==> config.mk <==
export PLATFORM = sky130hd
export DESIGN_NAME = life_generation_step_torus
export DESIGN_NICKNAME = d
export VERILOG_FILES = /design/src/sv/lgst_pkg.sv /design/src/sv/lgst_ram.sv /design/src/sv/lgst_row.sv /design/src/sv/life_generation_step_torus.sv
export SDC_FILE = /design/constraint.sdc
export NUM_CORES = 2
export LEC_CHECK = 0
export ABC_CLOCK_PERIOD_IN_PS = 7300
export BUFFER_PORTS_ARGS = -buffer_cell sky130_fd_sc_hd__buf_2
export CORE_ASPECT_RATIO = 0.9
export CORE_MARGIN = 2
export CORE_UTILIZATION = 35
export DETAILED_ROUTE_END_ITERATION = 8
export GPL_TIMING_DRIVEN = 1
export PLACE_DENSITY_LB_ADDON = 0.25
export SYNTH_ARGS = -nofsm -noshare
export SYNTH_HDL_FRONTEND = slang
export SYNTH_SLANG_ARGS = --single-unit
==> constraint.sdc <==
create_clock -name clk -period 7.3 [get_ports clk]
set_input_delay 1.46 -clock clk [delete_from_list [all_inputs] [get_ports clk]]
set_output_delay 1.46 -clock clk [all_outputs]
set_load 0.01 [all_outputs]
==> src/sv/lgst_pkg.sv <==
// shared types and constants for the toroidal life generation block
// no dependencies; imported by lgst_row and the top level (lgst_ram is standalone)
package lgst_pkg;

	// grid geometry
	localparam int GRID_WIDTH  = 32;
	localparam int GRID_HEIGHT = 32;

	// item field width and derived index widths
	localparam int FIELD_W = 5;
	localparam int COL_W   = $clog2(GRID_WIDTH);
	localparam int ROW_W   = $clog2(GRID_HEIGHT);
	localparam int POS_W   = $clog2(GRID_HEIGHT + 2);

	// b3/s23 neighbor counts
	localparam logic [3:0] BIRTH_CNT   = 4'd3;
	localparam logic [3:0] SURVIVE_CNT = 4'd2;

	typedef enum logic [1:0] {
		FN_SET   = 2'd0,
		FN_CLEAR = 2'd1,
		FN_STEP  = 2'd2,
		FN_READ  = 2'd3
	} func_t;

	typedef struct packed {
		func_t              func;
		logic [FIELD_W-1:0] col;
		logic [FIELD_W-1:0] row;
	} cmd_t;

	typedef struct packed {
		logic alive;
		logic was_alive;
		logic step_done;
	} rsp_t;

	typedef enum logic [2:0] {
		ST_IDLE,
		ST_CELL,
		ST_COPY,
		ST_FLUSH,
		ST_GEN,
		ST_TAIL
	} state_t;

endpackage

==> src/sv/lgst_ram.sv <==
// generic single-write, single-read synchronous ram with registered read data
// standalone, no package dependencies
module lgst_ram #(
	parameter int WIDTH = 32,
	parameter int DEPTH = 32
) (
	input  logic                     clk,
	input  logic                     wr_en,
	input  logic [$clog2(DEPTH)-1:0] wr_addr,
	input  logic [WIDTH-1:0]         wr_data,
	input  logic                     rd_en,
	input  logic [$clog2(DEPTH)-1:0] rd_addr,
	output logic [WIDTH-1:0]         rd_data
);

	logic [WIDTH-1:0] mem [DEPTH];

	// write port
	always_ff @(posedge clk) begin
		if (wr_en) begin
			mem[wr_addr] <= wr_data;
		end
	end

	// registered read port
	always_ff @(posedge clk) begin
		if (rd_en) begin
			rd_data <= mem[rd_addr];
		end
	end

endmodule

==> src/sv/lgst_row.sv <==
// next-generation evaluation of one grid row from three previous-generation rows
// depends on lgst_pkg for grid width and the b3/s23 counts
module lgst_row
	import lgst_pkg::*;
(
	input  logic [GRID_WIDTH-1:0] up,
	input  logic [GRID_WIDTH-1:0] mid,
	input  logic [GRID_WIDTH-1:0] dn,
	output logic [GRID_WIDTH-1:0] nxt
);

	// one neighbor counter per column, columns wrap around
	for (genvar c = 0; c < GRID_WIDTH; c++) begin : g_col
		localparam int CL = (c + GRID_WIDTH - 1) % GRID_WIDTH;
		localparam int CR = (c + 1) % GRID_WIDTH;
		logic [3:0] n;

		assign n = 4'(up[CL]) + 4'(up[c]) + 4'(up[CR])
			+ 4'(mid[CL]) + 4'(mid[CR])
			+ 4'(dn[CL]) + 4'(dn[c]) + 4'(dn[CR]);

		// born with three, survives with two or three
		assign nxt[c] = (n == BIRTH_CNT) || (mid[c] && (n == SURVIVE_CNT));
	end

endmodule

==> src/sv/life_generation_step_torus.sv <==
// top level of the toroidal life block: command fsm, row stores, generation sweep
// depends on lgst_pkg, lgst_ram and lgst_row
//
//  channel  | ports                  | handshake
//  ---------+------------------------+------------------------------------------
//  command  | start, busy, cmd       | item taken at a clock edge with start & !busy
//  response | done, rsp              | one-cycle strobe on done, cannot be held off
//
// set, clear and read go through a row read, then modify/write; the response
// shows in the cycle after, while busy is already low.
// a step keeps busy high through the copy, flush, sweep and tail states (one
// row per cycle through the single read port of each store, first copying current
// rows to previous, then the sweep); its response shows in the cycle after.
// reset clears one valid bit per row of each store; an invalid row reads as dead.
// no clearing pass after reset; items are taken from the first cycle.
module life_generation_step_torus
	import lgst_pkg::*;
(
	input  logic clk,
	input  logic arst_n,
	input  logic start,
	output logic busy,
	input  cmd_t cmd,
	output logic done,
	output rsp_t rsp
);

	state_t state_q, state_d;

	logic [POS_W-1:0] rc_q;
	func_t            func_q;
	logic [COL_W-1:0] col_q;
	logic [ROW_W-1:0] row_q;

	logic [GRID_HEIGHT-1:0] cur_vld_q, prev_vld_q;
	logic                   cur_rv_s1, prev_rv_s1;

	logic                  gen_s1, copy_s1;
	logic [POS_W-1:0]      pos_s1;
	logic [ROW_W-1:0]      copy_addr_s1;
	logic [GRID_WIDTH-1:0] up_q, mid_q;

	logic                  done_q;
	rsp_t                  rsp_q;

	logic                  accept;
	logic [COL_W-1:0]      col_w;
	logic [ROW_W-1:0]      row_w;

	logic                  cur_wr_en, cur_rd_en, prev_wr_en, prev_rd_en;
	logic [ROW_W-1:0]      cur_wr_addr, cur_rd_addr, prev_wr_addr, prev_rd_addr;
	logic [GRID_WIDTH-1:0] cur_wr_data, cur_rd_data, prev_rd_data;
	logic [GRID_WIDTH-1:0] cur_row, prev_row, cell_row, gen_row;
	logic                  gen_wr;
	logic [ROW_W-1:0]      gen_rd_addr;

	// address wrap onto the torus
	assign col_w  = COL_W'(32'(cmd.col) % GRID_WIDTH);
	assign row_w  = ROW_W'(32'(cmd.row) % GRID_HEIGHT);
	assign accept = start && (state_q == ST_IDLE);
	assign busy   = (state_q != ST_IDLE);

	// rows not yet written read as all dead
	assign cur_row  = cur_rd_data & {GRID_WIDTH{cur_rv_s1}};
	assign prev_row = prev_rd_data & {GRID_WIDTH{prev_rv_s1}};

	// cell update of the addressed row
	always_comb begin
		cell_row = cur_row;
		if (func_q == FN_SET) begin
			cell_row[col_q] = 1'b1;
		end else if (func_q == FN_CLEAR) begin
			cell_row[col_q] = 1'b0;
		end
	end

	// sweep read order: last row, then all rows, then first row again
	always_comb begin
		if (rc_q == '0) begin
			gen_rd_addr = ROW_W'(GRID_HEIGHT - 1);
		end else if (rc_q == POS_W'(GRID_HEIGHT + 1)) begin
			gen_rd_addr = '0;
		end else begin
			gen_rd_addr = ROW_W'(rc_q - POS_W'(1));
		end
	end

	// a new row is due once three window rows are present
	assign gen_wr = gen_s1 && (pos_s1 >= POS_W'(2));

	lgst_row u_row (
		.up  (up_q),
		.mid (mid_q),
		.dn  (prev_row),
		.nxt (gen_row)
	);

	// next state and store control
	always_comb begin
		state_d      = state_q;
		cur_rd_en    = 1'b0;
		cur_rd_addr  = row_w;
		prev_rd_en   = 1'b0;
		prev_rd_addr = row_w;
		cur_wr_en    = 1'b0;
		cur_wr_addr  = row_q;
		cur_wr_data  = cell_row;
		prev_wr_en   = copy_s1;
		prev_wr_addr = copy_addr_s1;
		case (state_q)
			ST_IDLE: begin
				if (accept) begin
					if (cmd.func == FN_STEP) begin
						state_d = ST_COPY;
					end else begin
						state_d    = ST_CELL;
						cur_rd_en  = 1'b1;
						prev_rd_en = 1'b1;
					end
				end
			end
			ST_CELL: begin
				cur_wr_en = (func_q == FN_SET) || (func_q == FN_CLEAR);
				state_d   = ST_IDLE;
			end
			ST_COPY: begin
				cur_rd_en   = 1'b1;
				cur_rd_addr = rc_q[ROW_W-1:0];
				if (rc_q == POS_W'(GRID_HEIGHT - 1)) begin
					state_d = ST_FLUSH;
				end
			end
			ST_FLUSH: begin
				// last previous row is being written, keep its read for next cycle
				state_d = ST_GEN;
			end
			ST_GEN: begin
				prev_rd_en   = 1'b1;
				prev_rd_addr = gen_rd_addr;
				if (rc_q == POS_W'(GRID_HEIGHT + 1)) begin
					state_d = ST_TAIL;
				end
			end
			ST_TAIL: begin
				state_d = ST_IDLE;
			end
			default: begin
				state_d = ST_IDLE;
			end
		endcase
		if (gen_wr) begin
			cur_wr_en   = 1'b1;
			cur_wr_addr = ROW_W'(pos_s1 - POS_W'(2));
			cur_wr_data = gen_row;
		end
	end

	// state register
	always_ff @(posedge clk or negedge arst_n) begin
		if (!arst_n) begin
			state_q <= ST_IDLE;
		end else begin
			state_q <= state_d;
		end
	end

	// sweep counter
	always_ff @(posedge clk or negedge arst_n) begin
		if (!arst_n) begin
			rc_q <= '0;
		end else if ((state_q == ST_COPY || state_q == ST_GEN) && state_d == state_q) begin
			rc_q <= rc_q + POS_W'(1);
		end else begin
			rc_q <= '0;
		end
	end

	// row valid bits and read-side pipeline control
	always_ff @(posedge clk or negedge arst_n) begin
		if (!arst_n) begin
			cur_vld_q  <= '0;
			prev_vld_q <= '0;
			gen_s1     <= 1'b0;
			copy_s1    <= 1'b0;
			done_q     <= 1'b0;
		end else begin
			if (cur_wr_en) begin
				cur_vld_q[cur_wr_addr] <= 1'b1;
			end
			if (prev_wr_en) begin
				prev_vld_q[prev_wr_addr] <= 1'b1;
			end
			gen_s1  <= (state_q == ST_GEN);
			copy_s1 <= (state_q == ST_COPY);
			done_q  <= (state_q == ST_CELL) || (state_q == ST_TAIL);
		end
	end

	// item fields, read flags, window rows and response payload
	always_ff @(posedge clk) begin
		if (accept) begin
			func_q <= cmd.func;
			col_q  <= col_w;
			row_q  <= row_w;
		end
		cur_rv_s1    <= cur_vld_q[cur_rd_addr];
		prev_rv_s1   <= prev_vld_q[prev_rd_addr];
		pos_s1       <= rc_q;
		copy_addr_s1 <= rc_q[ROW_W-1:0];
		if (gen_s1) begin
			up_q  <= mid_q;
			mid_q <= prev_row;
		end
		if (state_q == ST_CELL) begin
			rsp_q.alive     <= cell_row[col_q];
			rsp_q.was_alive <= prev_row[col_q];
			rsp_q.step_done <= 1'b0;
		end else if (state_q == ST_TAIL) begin
			rsp_q.alive     <= 1'b0;
			rsp_q.was_alive <= 1'b0;
			rsp_q.step_done <= 1'b1;
		end
	end

	assign done = done_q;
	assign rsp  = rsp_q;

	lgst_ram #(
		.WIDTH (GRID_WIDTH),
		.DEPTH (GRID_HEIGHT)
	) u_cur_ram (
		.clk     (clk),
		.wr_en   (cur_wr_en),
		.wr_addr (cur_wr_addr),
		.wr_data (cur_wr_data),
		.rd_en   (cur_rd_en),
		.rd_addr (cur_rd_addr),
		.rd_data (cur_rd_data)
	);

	// previous rows are only ever the copy of the current rows
	lgst_ram #(
		.WIDTH (GRID_WIDTH),
		.DEPTH (GRID_HEIGHT)
	) u_prev_ram (
		.clk     (clk),
		.wr_en   (prev_wr_en),
		.wr_addr (prev_wr_addr),
		.wr_data (cur_row),
		.rd_en   (prev_rd_en),
		.rd_addr (prev_rd_addr),
		.rd_data (prev_rd_data)
	);

`ifndef SYNTHESIS
	// a response only follows a cell access or the end of a sweep
	a_done_src: assert property (@(posedge clk) disable iff (!arst_n)
		done |-> $past(state_q == ST_CELL || state_q == ST_TAIL))
		else $error("response without a finished item");

	// no read of a previous row while it is being written
	a_prev_rw: assert property (@(posedge clk) disable iff (!arst_n)
		prev_wr_en && prev_rd_en |-> prev_wr_addr != prev_rd_addr)
		else $error("previous row read during its write");

	// the sweep only starts once every previous row holds the copy
	a_gen_vld: assert property (@(posedge clk) disable iff (!arst_n)
		state_q == ST_GEN |-> &prev_vld_q)
		else $error("sweep over unwritten previous rows");

	// step responses carry no cell bits
	a_step_rsp: assert property (@(posedge clk) disable iff (!arst_n)
		done && rsp.step_done |-> !rsp.alive && !rsp.was_alive)
		else $error("step response with cell bits");

	// an accepted item keeps the block busy in the next cycle
	a_busy: assert property (@(posedge clk) disable iff (!arst_n)
		start && !busy |=> busy)
		else $error("item accepted without going busy");
`endif

endmodule
==> flow_summary.yaml <==
status:
  status: "finished clean"
power:
  comb_power_share_pct: 26.2
  p_leak_nw: 39.2
  seqPwrFrac_pct: 44.5
  p_clk_share_pct: 29.3
  p_int_mw: 26.8
  switching_power_mw: 12.7
  switching_share_pct: 32.1
  ir_drop_mv: 0.264
  power.total_mw: 39.5
  power-per-cell-area_nw_per_um2: 364
critical_path:
  critPathCaptureType: "flop"
  startpoint_type: "flop"
  critPathMaxFanout: 104
  cp.required_ns: 8.01
  arrival_ns: 5.52
  r2r_setup_slack_ns: 2.48
  reg2reg_from: "state_q[1]"
  rr_worst_depth: 8
  crit_type: "flop to flop"
  worstSetupStartpoint: "state_q[1]"
  rr_endpoint: "u_prev_ram.rd_data[24]"
detailed_routing:
  vias: 52900
  routed_via_density: 5.33
  wl_per_cell_um: 27.5
  wl_mm: 273
  ant_nets: 0
  drc: 0
  drt_first_iter_violations: 5679
  drtPass1Iterations: 6
cells_and_area:
  final_nets: 6389
  drive_above_1_share_pct: 11.8
  area_growth_syn_to_layout_pct: 13.5
grt:
  overflow: 0
  grt_max_degree: 118
  antenna_found_initial: 13
  track_usage_pct: 19.4
  grt_pass1_wl_mm: 386
  grt_pass1_vias: 51400
clock_network:
  clockRootBuffer: "clkbuf_16"
  htree_num_levels: 4
  clkLatencyLatePin_ns: 0.91
  cts_tree: "built"
  cts_buffers: 229
  cts_resized: 0
  post_cts_buffers: 0
  clkSlewWorstSetupHoldPaths_ns: 0.06
  cts_hold_buf: 0
  cts.sinks: 2275
  cts_max_path_buffers: 3
die:
  fp.coreArea_um2: 273000
  die_area_um2: 278000
  initial_utilization_pct: 35.1
  row_count: 182
  die_height_um: 500
  die_w_um: 555
  io_pins: 20
logic_synthesis:
  synth_edf_count: 2190
  syn_inst: 6016
  synth-seq-cells: 2275
  synthFlopType: "edfxtp_1"
  syn_area_um2: 95700
  syn_nets: 6260
  seq_area_frac_synth_pct: 70.9
  synth_area_leaders: "edfxtp_1 69%, mux2i_1 12%, fa_1 2.7%, nand2_1 2.5%, dfrtp_1 2.0%"
  synth_area_leader_cell: "edfxtp_1"
  ys_warn_count: 0
  yosys.area.top_type_share_pct: 68.7
  synthArstFlopShare_pct: 3.34
  synth_cell_types: 62
  synth.avg_cell_area_um2: 15.9
sta:
  maxSlewHeadroom_pct: 8.30
  finalSetupViolCount: 0
  tightest_slew_ns: 1.37
  maxSlewViolCount: 0
  tns_ns: 0
  fin_skew_ns: 0.0309
  rsz0062_at_grt: "no"
  hold_viol_final: 0
  fmax_mhz: 208
  fin_crit_ns: 4.82
  layout_worst_path_cycle_share_pct: 66.0
flow_run:
  cap_viol_max_count: 0
place:
  port-buffer-count: 19
  hpwl_mm: 151
  gp_congestion: 0.849
min_path:
  min_path_cells: 1
  holdPathEnd: "prev_vld_q[7]"
  hold_path.startpoint: "prev_vld_q[7]"
  min_path_type: "flop to flop"
-- flip-flops by register name (all words and copies together) (netlist names) --
| register | count |
|---|---|
| cur_rv_s1 | 1 |
| cur_vld_q | 32 |
| prev_vld_q | 32 |
| mid_q | 32 |
| u_cur_ram.mem | 1024 |
| copy_s1 | 1 |
| copy_addr_s1 | 4 |
| func_q | 2 |
| u_cur_ram.rd_data | 32 |
| prev_rv_s1 | 1 |
| state_q | 3 |
| pos_s1 | 2 |
| gen_s1 | 1 |
| up_q | 32 |
| rsp | 3 |
| row_q | 5 |
| rc_q | 6 |
| u_prev_ram.rd_data | 32 |
| done | 1 |
| col_q | 5 |
| u_prev_ram.mem | 1024 |
-- critical path: stages (launching register included) --
cell and delay [ns]:
dfrtp_1 0.46, nor3b_2 0.81, o41ai_2 0.36, o22ai_4 0.66, buf_12 0.52, buf_4 0.71
mux2i_1 0.27, o22ai_1 0.11, nor4_1 0.32
-- through the flow --
stage	utilization (%)	hold WS, ns	cell area, µm²	worst slack, ns	instances
6_report	39.8	0.463	109000	2.48	9930
5_1_grt	39.8	0.474	109000	2.29	9929
4_1_cts	39.8	0.468	109000	2.58	9928
3_5_place_dp	37.1	0.452	101000	2.62	9502
3_3_place_gp	37.1	0.447	101000	2.64	9502
2_1_floorplan	-	0.345	95700	2.03	6016
-- layout make-up --
class                      count  area [µm²]
clock buffer                 289        6050
timing repair buffer         196        1580
multi-input combinational   3098       25900
antenna                        2        5.00
inverter                     345        1290
fill                       24700      164000
tap                         3588        4490
clock inverter               137        1360
sequential                  2275       67800
-- layer usage --
layer / vias up / track usage (%) / wire length [µm]
met5: - / 0 / 12
met4: 2 / 5.54 / 7070
met3: 327 / 2.94 / 18500
met2: 1913 / 30.4 / 126000
met1: 27700 / 27.9 / 122000
li1: 23000 / - / -
-- worst max path at each step --
stage,slack (ns),end,cells after the start
finish,2.48,u_prev_ram.rd_data[24],8
floorplan,2.03,u_cur_ram.mem[0][4],11
global placement,2.64,u_prev_ram.rd_data[9],8
CTS,2.58,u_prev_ram.rd_data[24],8
detailed placement,2.62,u_prev_ram.rd_data[9],8
global route,2.29,u_prev_ram.rd_data[24],8
-- placed cells by master, fill, tap and decap left out, types with 10 or more instances in the layout --
master,n
mux4_2,52
inv_1,345
nand4_1,76
clkinv_2,38
clkbuf_16,231
o31ai_1,10
nor3_1,17
a2111oi_1,21
nor2b_1,13
dfrtp_1,75
nor2_4,63
edfxtp_1,2190
nand2_1,637
buf_2,18
buf_12,12
a21oi_1,37
or2_2,41
o21bai_1,25
clkinv_1,62
and2_1,12
o41ai_2,30
nand3_1,267
fa_1,128
nor2_1,69
clkbuf_1,53
nor4_1,33
buf_4,166
o21ai_0,25
a2111oi_0,29
o22ai_1,167
bufinv_16,19
ha_1,101
mux2i_1,1129
-- cell families (layout without fill, tap and decap cells) --
group           after synthesis  in the layout  synth area share (%)
mux                        1195           1195                  13.2
flops                      2275           2275                  70.9
compound gates              384            384                  2.84
simple gates               1283           1283                  6.04
fa+ha+maj                   229            229                  4.00
other cells                   0              2                     0
xor+xnor                      7              7                0.0641
buf+inv                     643            967                  2.90
-- synthesized netlist by cell type (3+ instances only) --
master,number
buf_2,131
edfxtp_1,2190
fa_1,128
o21a_1,6
buf_4,27
nand3_1,271
a2111oi_2,9
a2111oi_1,21
buf_6,8
nor3b_1,9
nor2_1,132
mux2i_1,1130
clkbuf_1,105
o21bai_1,25
a21oi_1,38
nand2_1,638
o31ai_1,10
or2_2,41
dfrtp_1,76
a2111oi_0,29
a31oi_1,10
inv_1,345
o311ai_0,3
buf_1,24
o21ai_0,26
nand4_1,76
nand2b_1,7
mux2i_4,3
xor2_1,3
and2_1,12
dfxtp_1,9
nor4_1,33
ha_1,101
xnor2_1,4
mux4_2,52
or3_1,8
o22ai_1,168
mux2_2,9
o41ai_1,29
nand3b_1,6
nor2b_1,14
nor3_1,25
-- power groups by stage --
| stage | clock network, mW | registers, mW | logic [mW] |
|---|---|---|---|
| 6_report | 11.6 | 17.6 | 10.4 |
| 5_1_grt | 12.3 | 17.6 | 11.4 |
| 4_1_cts | 11.8 | 17.6 | 10.4 |
| 3_5_place_dp | 0 | 17.9 | 10.4 |
| 3_3_place_gp | 0 | 17.9 | 10.1 |
| 2_1_floorplan | 0 | 17.6 | 6.48 |
No activity file was read; power rests on OpenSTA's default activity.
